$ cat src/hw/rtl/dkbc_pkg.sv
// ----------------------------------------------------------------------------
// dkbc_pkg
// Shared types and constants for the diagonal Kalman bias calibrator.
// ----------------------------------------------------------------------------
package dkbc_pkg;

  localparam int unsigned NUM_FIELDS = 7;
  localparam int unsigned Z_ACCEL_CH = 2;
  localparam logic [31:0] ONE_Q24 = 32'd16777216;
  localparam logic signed [31:0] GRAVITY_Q16 = 32'sd642908;
  localparam logic [31:0] THRESH_RESET = 32'd1595949;

  localparam logic [1:0] REG_PROCESS_NOISE = 2'd0;
  localparam logic [1:0] REG_MEAS_NOISE = 2'd1;
  localparam logic [1:0] REG_THRESHOLD = 2'd2;

  typedef struct packed {
    logic signed [31:0] accel_x;
    logic signed [31:0] accel_y;
    logic signed [31:0] accel_z;
    logic signed [31:0] gyro_x;
    logic signed [31:0] gyro_y;
    logic signed [31:0] gyro_z;
    logic signed [31:0] altitude;
  } in_item_t;

  typedef struct packed {
    logic signed [31:0] accel_x_cal;
    logic signed [31:0] accel_y_cal;
    logic signed [31:0] accel_z_cal;
    logic signed [31:0] gyro_x_cal;
    logic signed [31:0] gyro_y_cal;
    logic signed [31:0] gyro_z_cal;
    logic signed [31:0] altitude_cal;
    logic               converged;
    logic               armed;
  } out_item_t;

  // lane control from the sequencer
  typedef struct packed {
    logic        start;
    logic [31:0] q;
    logic [31:0] r;
  } lane_ctl_t;

  function automatic logic signed [31:0] sat32(input logic signed [33:0] v);
    if (v > 34'sd2147483647) return 32'sh7FFFFFFF;
    if (v < -34'sd2147483648) return 32'sh80000000;
    return v[31:0];
  endfunction

endpackage

$ cat src/hw/rtl/dkbc_merge.sv
// ----------------------------------------------------------------------------
// dkbc_merge
// Combine lane results: convergence test, gravity offset, output packing.
// ----------------------------------------------------------------------------
module dkbc_merge #(
  parameter int CHANNELS = 7
) (
  input  logic signed [31:0] est [CHANNELS],
  input  logic [31:0]        var_p [CHANNELS],
  input  logic [31:0]        thresh,
  input  logic               armed_in,
  output dkbc_pkg::out_item_t item
);
  import dkbc_pkg::*;

  logic conv;
  logic signed [31:0] cal [NUM_FIELDS];

  always_comb begin
    conv = 1'b1;
    for (int i = 0; i < CHANNELS; i++)
      if (var_p[i] > thresh) conv = 1'b0;
    for (int i = 0; i < NUM_FIELDS; i++) begin
      cal[i] = '0;
      if (i < CHANNELS) begin
        if (i == Z_ACCEL_CH) cal[i] = sat32(34'(est[i]) + 34'(GRAVITY_Q16));
        else cal[i] = est[i];
      end
    end
    item.accel_x_cal = cal[0];
    item.accel_y_cal = cal[1];
    item.accel_z_cal = cal[2];
    item.gyro_x_cal = cal[3];
    item.gyro_y_cal = cal[4];
    item.gyro_z_cal = cal[5];
    item.altitude_cal = cal[6];
    item.converged = conv;
    item.armed = armed_in | conv;
  end
endmodule

$ cat config.mk
export PLATFORM = sky130hd
export DESIGN_NAME = dkbc_merge
export DESIGN_NICKNAME = d
export VERILOG_FILES = /design/src/hw/rtl/dkbc_pkg.sv /design/src/hw/rtl/dkbc_merge.sv
export SDC_FILE = /design/constraint.sdc
export NUM_CORES = 1
export LEC_CHECK = 0
export BUFFER_PORTS_ARGS = -buffer_cell sky130_fd_sc_hd__buf_2
export CAP_MARGIN = 5
export CORE_AREA = 2 2 275 277
export DETAILED_ROUTE_END_ITERATION = 8
export DIE_AREA = 0 0 277 279
export PLACE_DENSITY = 0.3
export SLEW_MARGIN = 30
export SYNTH_ARGS = -nofsm -noshare
export SYNTH_HDL_FRONTEND = slang
export SYNTH_SLANG_ARGS = --single-unit
$ cat constraint.sdc
create_clock -name vclk -period 3.33
set_input_delay 0.4995 -clock vclk [all_inputs]
set_output_delay 0.4995 -clock vclk [all_outputs]
set_load 0.05 [all_outputs]
==> flow_metrics.tcl <==
set metrics [dict create \
    status "complete, but fails checks" \
    failed_checks "setup timing" \
    seq_area_frac_synth_pct 0 \
    core_sq_um 74100 \
    drt-vias-per-instance 3.70 \
    finalCriticalPeriod_ns 3.39 \
    rows 100 \
    finalPower_mw 1.46 \
    cp_max_fo 4 \
    initial_core_util_pct 9.75 \
    drive_gt1_share_pct 47.3 \
    avgSynthCellArea_sq_um 7.64 \
    n_clock_buffer 0 \
    synthesis.area_sq_um 7220 \
    slew_viol_final 0 \
    worstPathRequired_ns 2.83 \
    synth_top_area_share_pct 39.0 \
    syn_nets 1652 \
    max-vdd-ir-drop_mv 0.135 \
    leakage_nw 5.17 \
    grt_max_degree 31 \
    swShare_pct 54.6 \
    drt_drc_violations_left 0 \
    io_pins 707 \
    grt.overflow.total 0 \
    synth_cells 946 \
    setup_ws_ns -0.0608 \
    hold_depth 0 \
    powerDensity_nw_per_um2 134 \
    synth_area_leader_cell "ha_1" \
    relSlewSlack_pct 62.4 \
    setup_viol 2 \
    final_nets 1952 \
    routed-via-count 8191 \
    grt_pass1_vias 8547 \
    synth_cell_type_count 54 \
    worstMarginPinSlew_ns 0.558 \
    synth.area.top_cells "ha_1, buf_4, a21oi_1" \
    holdCritPathClass "in -> out" \
    finalCritPeriodShare_pct 102 \
    layout_common_cells "buf_2, ha_1, buf_4" \
    gp_congestion 0.827 \
    grt_usage_pct 11.3 \
    drtIter0Drc 289 \
    crit_type "in -> out" \
    pwr-share-clk_pct 0 \
    final_core_util_pct 14.7 \
    critPathLaunchType "input pin" \
    detail_route.wl_per_cell_um 20.9 \
    cp-end-kind "output pin" \
    die_area_sq_um 77300 \
    ant_nets 0 \
    switchingPower_uw 798 \
    die_y_um 279 \
    regArea_sq_um 0 \
    drv_cap 0 \
    placement.io_buffers 323 \
    grt_antenna_before_repair 45 \
    fp.dieW_um 277 \
    fmax_mhz 295 \
    finalWirelength_um 46300 \
    power_frac_seq_pct 0 \
    final_common_cell "buf_2" \
    ctsHoldBuffers 0 \
    finalHoldViolCount 0 \
    n_sequential_cell 0 \
    yosys_warnings 0 \
    rsz0062_at_grt "yes" \
    dp_hpwl_um 42600 \
    fillCellCount 8558 \
    area_growth_pct 51.1 \
    combPwrFrac_pct 100.0 \
    arrival_ns 2.89 \
    cellInternalPower_uw 665 \
    grt_pass1_wl_um 62300 \
    first_pass_iters 5 \
]
what timing repair did:
item                       4_1_cts  5_1_grt
buffers inserted                17       19
pin swaps                       26       46
gates resized for setup         66       84
setup endpoints to repair        2        2
final timing paths:
check	start	end	slack, ns
setup / recovery	thresh[11]	item[0]	-0.06
hold / removal	est[102]	item[104]	1.0
cells in the mapped netlist (2+ instances only):
library cell,count
xor2_1,9
a2111oi_0,4
and2_1,2
o21ai_0,48
a221o_1,2
and3_1,4
o31ai_1,2
nand2b_1,4
nand3_1,29
nor3b_1,5
a211oi_1,14
a22oi_1,3
a21boi_0,2
nand2_1,62
o21ai_1,2
nor4_1,9
o41ai_1,2
o2bb2ai_1,2
a2111o_1,2
inv_1,49
ha_1,225
nor3_1,13
or3_1,3
a211o_1,4
buf_4,193
a21o_1,19
o31a_1,2
xnor2_1,11
nor2b_1,12
and4_1,2
clkbuf_1,2
a31oi_1,2
o21a_1,3
a21oi_1,82
o21bai_1,2
nand4_1,50
nor2_1,37
o211ai_1,12
final cells by class:
cell class | count | area [sq um] | area share [%]
repair buffers | 495 | 3250 | 29.7
diodes | 2 | 5.00 | 0.0459
multi-input cells | 700 | 6230 | 57.1
well taps | 969 | 1210 | 11.1
inverters | 49 | 221 | 2.03
critical path: stages:
cell and delay [ns]:
buf_2 0.11, inv_4 0.05, buf_12 0.13, ha_1 0.30, a21oi_1 0.30, a21oi_1 0.15, or4_4 0.57, a22oi_2 0.17
nand4_1 0.13, buf_6 0.16, o21bai_4 0.14, buf_6 0.17
per-layer routing:
layer	track usage (%)	share of wire [%]	vias up
met5	0.813	0.73	-
met4	3.26	4.0	42
met3	4.49	10	170
met2	19.7	47	401
met1	12.7	39	3668
li1	-	-	3910
cells by family after synthesis:
group | count (synthesis) | share of synthesized area, %
adder cells (fa/ha/maj) | 225 | 39.0
XOR/XNOR | 20 | 2.42
multiplexers | 1 | 0.139
AND/OR/NAND/NOR | 238 | 17.0
AO/OA/AOI/OAI | 216 | 18.5
buffers and inverters | 246 | 22.9
power by group through the flow:
| stage | sequential [mW] | combinational [mW] | clock, mW |
|---|---|---|---|
| finish | 0 | 1.46 | 0.0000000806 |
| global placement | 0 | 1.31 | 0 |
| CTS | 0 | 1.40 | 0 |
| floorplan | 0 | 1.27 | 0 |
| global route | 0 | 1.63 | 0 |
| detailed placement | 0 | 1.32 | 0 |
per-stage QoR:
stage                     setup WS (ns)  hold WS [ns]  cell area (sq um)  std cells  setup TNS, ns
after global placement           -0.697         0.999               9760       2181          -1.36
after CTS                       -0.0891         0.999              10200       2198         -0.174
after global routing             -0.135         0.999              10900       2213         -0.255
after detailed placement         -0.705         0.999               9760       2181          -1.36
after floorplan                  -0.262          1.17               7230        946          -3.28
final                           -0.0608         0.999              10900       2215         -0.103
Power figures use the tool's default switching activity.
