[config.mk]
export PLATFORM = sky130hd
export DESIGN_NAME = dkbc_lane
export DESIGN_NICKNAME = d
export VERILOG_FILES = /design/src/hw/rtl/dkbc_pkg.sv /design/src/hw/rtl/dkbc_lane.sv
export SDC_FILE = /design/constraint.sdc
export NUM_CORES = 2
export LEC_CHECK = 0
export ABC_AREA = 1
export BUFFER_PORTS_ARGS = -buffer_cell sky130_fd_sc_hd__buf_2
export CAP_MARGIN = 40
export CORE_ASPECT_RATIO = 0.8
export CORE_MARGIN = 2
export CORE_UTILIZATION = 55
export CTS_CLUSTER_DIAMETER = 80
export CTS_CLUSTER_SIZE = 10
export DETAILED_ROUTE_END_ITERATION = 16
export PLACE_DENSITY_LB_ADDON = 0.2
export SLEW_MARGIN = 10
export SYNTH_ARGS = -nofsm -noshare
export SYNTH_HDL_FRONTEND = slang
export SYNTH_SLANG_ARGS = --single-unit
export TNS_END_PERCENT = 5
[constraint.sdc]
create_clock -name clk -period 8.94 [get_ports clk]
set_input_delay 1.341 -clock clk [delete_from_list [all_inputs] [get_ports clk]]
set_output_delay 1.341 -clock clk [all_outputs]
set_load 0.005 [all_outputs]
[src/hw/rtl/dkbc_pkg.sv]
// ----------------------------------------------------------------------------
// dkbc_pkg
// Shared types and constants for the diagonal Kalman bias calibrator.
// ----------------------------------------------------------------------------
package dkbc_pkg;

  localparam int unsigned NUM_FIELDS = 7;
  localparam int unsigned Z_ACCEL_CH = 2;
  localparam logic [31:0] ONE_Q24 = 32'd16777216;
  localparam logic signed [31:0] GRAVITY_Q16 = 32'sd642908;
  localparam logic [31:0] THRESH_RESET = 32'd1595949;

  localparam logic [1:0] REG_PROCESS_NOISE = 2'd0;
  localparam logic [1:0] REG_MEAS_NOISE = 2'd1;
  localparam logic [1:0] REG_THRESHOLD = 2'd2;

  typedef struct packed {
    logic signed [31:0] accel_x;
    logic signed [31:0] accel_y;
    logic signed [31:0] accel_z;
    logic signed [31:0] gyro_x;
    logic signed [31:0] gyro_y;
    logic signed [31:0] gyro_z;
    logic signed [31:0] altitude;
  } in_item_t;

  typedef struct packed {
    logic signed [31:0] accel_x_cal;
    logic signed [31:0] accel_y_cal;
    logic signed [31:0] accel_z_cal;
    logic signed [31:0] gyro_x_cal;
    logic signed [31:0] gyro_y_cal;
    logic signed [31:0] gyro_z_cal;
    logic signed [31:0] altitude_cal;
    logic               converged;
    logic               armed;
  } out_item_t;

  // lane control from the sequencer
  typedef struct packed {
    logic        start;
    logic [31:0] q;
    logic [31:0] r;
  } lane_ctl_t;

  function automatic logic signed [31:0] sat32(input logic signed [33:0] v);
    if (v > 34'sd2147483647) return 32'sh7FFFFFFF;
    if (v < -34'sd2147483648) return 32'sh80000000;
    return v[31:0];
  endfunction

endpackage

[src/hw/rtl/dkbc_lane.sv]
// ----------------------------------------------------------------------------
// dkbc_lane
// One scalar Kalman channel: restoring divide for the gain, then variance
// and estimate update, with both products formed in the S_VMUL state.
// ----------------------------------------------------------------------------
module dkbc_lane (
  input  logic                 clk,
  input  logic                 rst_n,
  input  dkbc_pkg::lane_ctl_t  ctl,
  input  logic signed [31:0]   z,
  output logic signed [31:0]   est,
  output logic [31:0]          var_p,
  output logic                 done
);
  import dkbc_pkg::*;

  typedef enum logic [4:0] {
    S_IDLE = 5'b00001,
    S_DIV  = 5'b00010,
    S_VMUL = 5'b00100,
    S_EMUL = 5'b01000,
    S_FIN  = 5'b10000
  } lane_st_t;

  lane_st_t st_r, st_nxt;
  logic signed [31:0] est_r;
  logic [31:0] var_r;
  logic [31:0] p_r;
  logic [32:0] s_r;
  logic [33:0] rem_r;
  logic [24:0] quo_r;
  logic [4:0]  cnt_r;
  logic signed [32:0] d_r;
  logic [57:0] prod_r;
  logic        done_r;

  logic [32:0] p_sum;
  logic [33:0] rem_sh;
  logic [32:0] mag;
  logic [24:0] k_use;
  logic [32:0] m;

  assign p_sum = {1'b0, var_r} + {1'b0, ctl.q};
  // dividend is p << 24: bit 24 is p[0], everything below is zero
  assign rem_sh = {rem_r[32:0], ((cnt_r == 5'd0) ? p_r[0] : 1'b0)};
  assign k_use = (s_r == 33'd0) ? 25'd0 : ((quo_r > 25'(ONE_Q24)) ? 25'(ONE_Q24) : quo_r);
  assign mag = d_r[32] ? 33'(-d_r) : 33'(d_r);
  assign m = 33'((prod_r + 58'd8388608) >> 24);

  always_comb begin
    st_nxt = st_r;
    unique case (st_r)
      S_IDLE: if (ctl.start) st_nxt = S_DIV;
      S_DIV:  if (cnt_r == 5'd24) st_nxt = S_VMUL;
      S_VMUL: st_nxt = S_EMUL;
      S_EMUL: st_nxt = S_FIN;
      S_FIN:  st_nxt = S_IDLE;
      default: st_nxt = S_IDLE;
    endcase
  end

  always_ff @(posedge clk) begin
    if (!rst_n) begin
      st_r <= S_IDLE;
      est_r <= '0;
      var_r <= ONE_Q24;
      done_r <= 1'b0;
      cnt_r <= '0;
    end else begin
      st_r <= st_nxt;
      done_r <= 1'b0;
      unique case (st_r)
        S_IDLE: if (ctl.start) begin
          // saturate p + q, form full-width denominator
          p_r <= p_sum[32] ? 32'hFFFFFFFF : p_sum[31:0];
          s_r <= {1'b0, (p_sum[32] ? 32'hFFFFFFFF : p_sum[31:0])} + {1'b0, ctl.r};
          d_r <= 33'(z) - 33'(est_r);
          // preload the dividend bits above bit 24, that is p >> 1
          rem_r <= {3'b000, (p_sum[32] ? 31'h7FFFFFFF : p_sum[31:1])};
          quo_r <= '0;
          cnt_r <= '0;
        end
        S_DIV: begin
          // quotient bit 24-cnt of (p << 24) / s
          if (rem_sh >= {1'b0, s_r}) begin
            rem_r <= rem_sh - {1'b0, s_r};
            quo_r <= {quo_r[23:0], 1'b1};
          end else begin
            rem_r <= rem_sh;
            quo_r <= {quo_r[23:0], 1'b0};
          end
          cnt_r <= cnt_r + 5'd1;
        end
        S_VMUL: begin
          var_r <= 32'((58'(p_r) * 58'(25'(ONE_Q24) - k_use)) >> 24);
          prod_r <= 58'(mag) * 58'(k_use);
        end
        S_EMUL: begin
          est_r <= sat32(34'(est_r) + (d_r[32] ? -34'(m) : 34'(m)));
          done_r <= 1'b1;
        end
        S_FIN: ;
        default: ;
      endcase
    end
  end

  assign est = est_r;
  assign var_p = var_r;
  assign done = done_r;
endmodule

==> run_results.csv <==
group,metric,value,unit
outcome,status,"complete, no violations",
layout,register_area,7210,um2
layout,layout-drive-gt1-share,8.74,%
global_route,grt_pass1_vias,65300,
placed_design,hpwlAfterDp,224,mm
synthesis,syn-instance-count,9336,
route,first_pass_iters,7,
timing,maxSlewHeadroom,31.6,%
timing,fin_crit,8.79,ns
layout,layout_commonest_cell,"inv_1",
floorplanning,die_area,136000,um2
route,drtAntennaViolNets,0,
worst_hold_path,min_from,"cnt_r[1]",
placed_design,dpl.cell_count,11400,
synthesis,ys_types,60,
worst_setup_path,crit_fanout,12,
worst_setup_path,cpPeakStageDelay,0.57,ns
clocking,cts_buffer_depth,3,
floorplanning,die_w,412,um
timing,report.final.slew_viol_count,0,
placed_design,gp_congestion,1.04,
worst_setup_path,crit_start,"s_r[28]",
timing,tightest_slew,1.02,ns
floorplanning,ios,164,
route,detail_route.wl_per_cell,23.3,um
worst_setup_path,r2r-start,"s_r[28]",
synthesis,synthFlopType,"edfxtp_1",
layout,area_delta_synth_final,10.2,%
floorplanning,initial_utilization,55.5,%
timing,rsz0062_at_grt,"true",
timing,fin_skew,0.0515,ns
global_route,grt_pass1_wl,403,mm
synthesis,yosysSeqAreaShare,9.84,%
route,drc,0,
synthesis,synth_seq_cells,265,
timing,hold_ws,0.502,ns
layout,multiInputGateArea,57700,um2
worst_setup_path,worst-r2r-setup-slack,0.15,ns
route,met2_length,105,mm
route,drt_iter0_drc,7130,
global_route,grt_max_degree,67,
worst_setup_path,endpoint,"var_p[18]",
floorplanning,die_height,330,um
worst_setup_path,path_common_cell,"fa_1",
global_route,overflow,0,
placed_design,post-place-ws,-0.215,ns
route,drt-total-wl,267,mm
synthesis,ys_warn_count,0,
clocking,clk_pin_slew,0.06,ns
floorplanning,core,132000,um2
worst_setup_path,critPathCaptureType,"flop",
clocking,cts_tree,"built",
route,dr_total_vias,65300,
timing,setup_viol,0,
worst_setup_path,crit_arrival,9.26,ns
clocking,h-tree-depth,2,
synthesis,netlist_area,73300,um2
worst_setup_path,crit_slowest_cell,"fa_2",
worst_setup_path,crit_type,"flop to flop",
clocking,numClockSinks,265,
placed_design,place_area,78700,um2
route,vias_per_cell,5.70,
synthesis,synthArstFlopShare,0,%
global_route,antenna_found_initial,2,
route,top_layer,"met5",
layout,nFillCells,12100,
timing,fmax,114,MHz
clocking,numCtsBuffers,36,
route,wl_met3,38.1,mm
clocking,cts-root-buf,"clkbuf_16",
job,drv_cap,0,
layout,design_area,80700,um2
timing,post-route-period-util,98.3,%
synthesis,synth_edf_count,190,
worst_setup_path,required,9.41,ns
global_route,grtUsageTotal,39.6,%
route,drt-met1-wl,116,mm
synthesis,syn_avg_cell_area,7.85,um2
worst_setup_path,r2r_end,"var_p[18]",
clocking,insertion_delay,0.61,ns
layout,final_cells,11500,
worst_hold_path,hp-class,"flop to flop",
layout,final_cell_mix,"2079 x inv_1, 2012 x nand2_1, 1423 x fa_1",
timing,hold_viol,0,
worst_setup_path,reg2reg_depth,38,
worst_setup_path,cp-start-kind,"flop",
layout,num-nets-final,11800,
floorplanning,fp-row-count,119,
timing,fin_ws,0.148,ns
placed_design,port_buffers,163,
[layout make-up]
type / count / area share [%]
diodes: 1 / 0.00310
clock inverters: 11 / 0.186
multi-input cells: 6684 / 71.4
clock buffers: 51 / 1.19
repair buffers: 568 / 5.64
flip-flops and latches: 265 / 8.93
well taps: 1754 / 2.72
inverters: 2125 / 9.92
[cells by family after synthesis]
| kind of cell | after synthesis | synth area share [%] |
|---|---|---|
| other cells | 2 | 0.0103 |
| simple gates | 3505 | 19.1 |
| fa+ha+maj | 1990 | 48.6 |
| flops | 265 | 9.84 |
| buf+inv | 2417 | 12.5 |
| compound gates | 901 | 6.81 |
| xor+xnor | 256 | 3.07 |
[layer usage]
layer | global-route usage (%) | vias to the layer above
li1 | - | 28700
met1 | 60.2 | 32400
met2 | 54.8 | 3705
met3 | 12.6 | 475
met4 | 9.00 | 2
met5 | 0 | -
[synthesized netlist by cell type, drive strengths merged (23+ instances only)]
library cell	instances	area share [%]
buf	66	0.46
edfxtp	190	7.8
a21o	26	0.27
o21a	32	0.33
clkbuf	226	1.2
o21ai	295	2.0
xnor2	96	1.1
inv	2102	11
dfxtp	75	2.0
nand2	2038	10
xor2	160	1.9
nor3	70	0.51
ha	560	9.6
a21oi	416	2.8
fa	1430	39
a31oi	36	0.31
nand4	48	0.41
clkinv	23	0.12
nor2	1052	5.5
nand3	237	1.7
[sequential cells by signal (all words and copies together), names as in the netlist, 25 cells and up]
| register | cells |
|---|---|
| prod_r | 34 |
| s_r | 33 |
| quo_r | 25 |
| var_p | 32 |
| d_r | 33 |
| est | 32 |
| rem_r | 33 |
| p_r | 32 |
[critical path, delay by kind of cell, from the launching register on]
kind / cells / cell delay, ns
flip-flops: 1 / 0.42
AO/OA/AOI/OAI: 7 / 1.26
AND/OR/NAND/NOR: 12 / 1.59
adder cells (fa/ha/maj): 8 / 3.95
buffers and inverters: 10 / 1.22
XOR/XNOR: 1 / 0.21
[stage by stage]
stage | utilization (%) | TNS [ns]
floorplan | - | 0
global placement | 59.6 | -0.274
detailed placement | 59.7 | -0.488
CTS | 60.5 | 0
global route | 61.2 | -2.23
finish | 61.2 | 0
[what timing repair did]
action,CTS,global route
setup endpoints to repair,8,59
resized for setup,5,183
setup buffers,0,14
gates cloned,0,4
pin swaps,0,15
hold buffers,0,0
[how the worst min path moves through the flow]
| stage | slack, ns | cells past startpoint | endpoint |
|---|---|---|---|
| after floorplan | 0.46 | 2 | cnt_r[4] |
| after global placement | 0.47 | 2 | cnt_r[4] |
| after detailed placement | 0.49 | 2 | cnt_r[4] |
| after CTS | 0.50 | 2 | cnt_r[4] |
| after global routing | 0.53 | 2 | cnt_r[4] |
| final | 0.50 | 2 | cnt_r[1] |
Power is not shown: default switching activity piles up to over one toggle a cycle in this logic, so the estimate is an artifact.
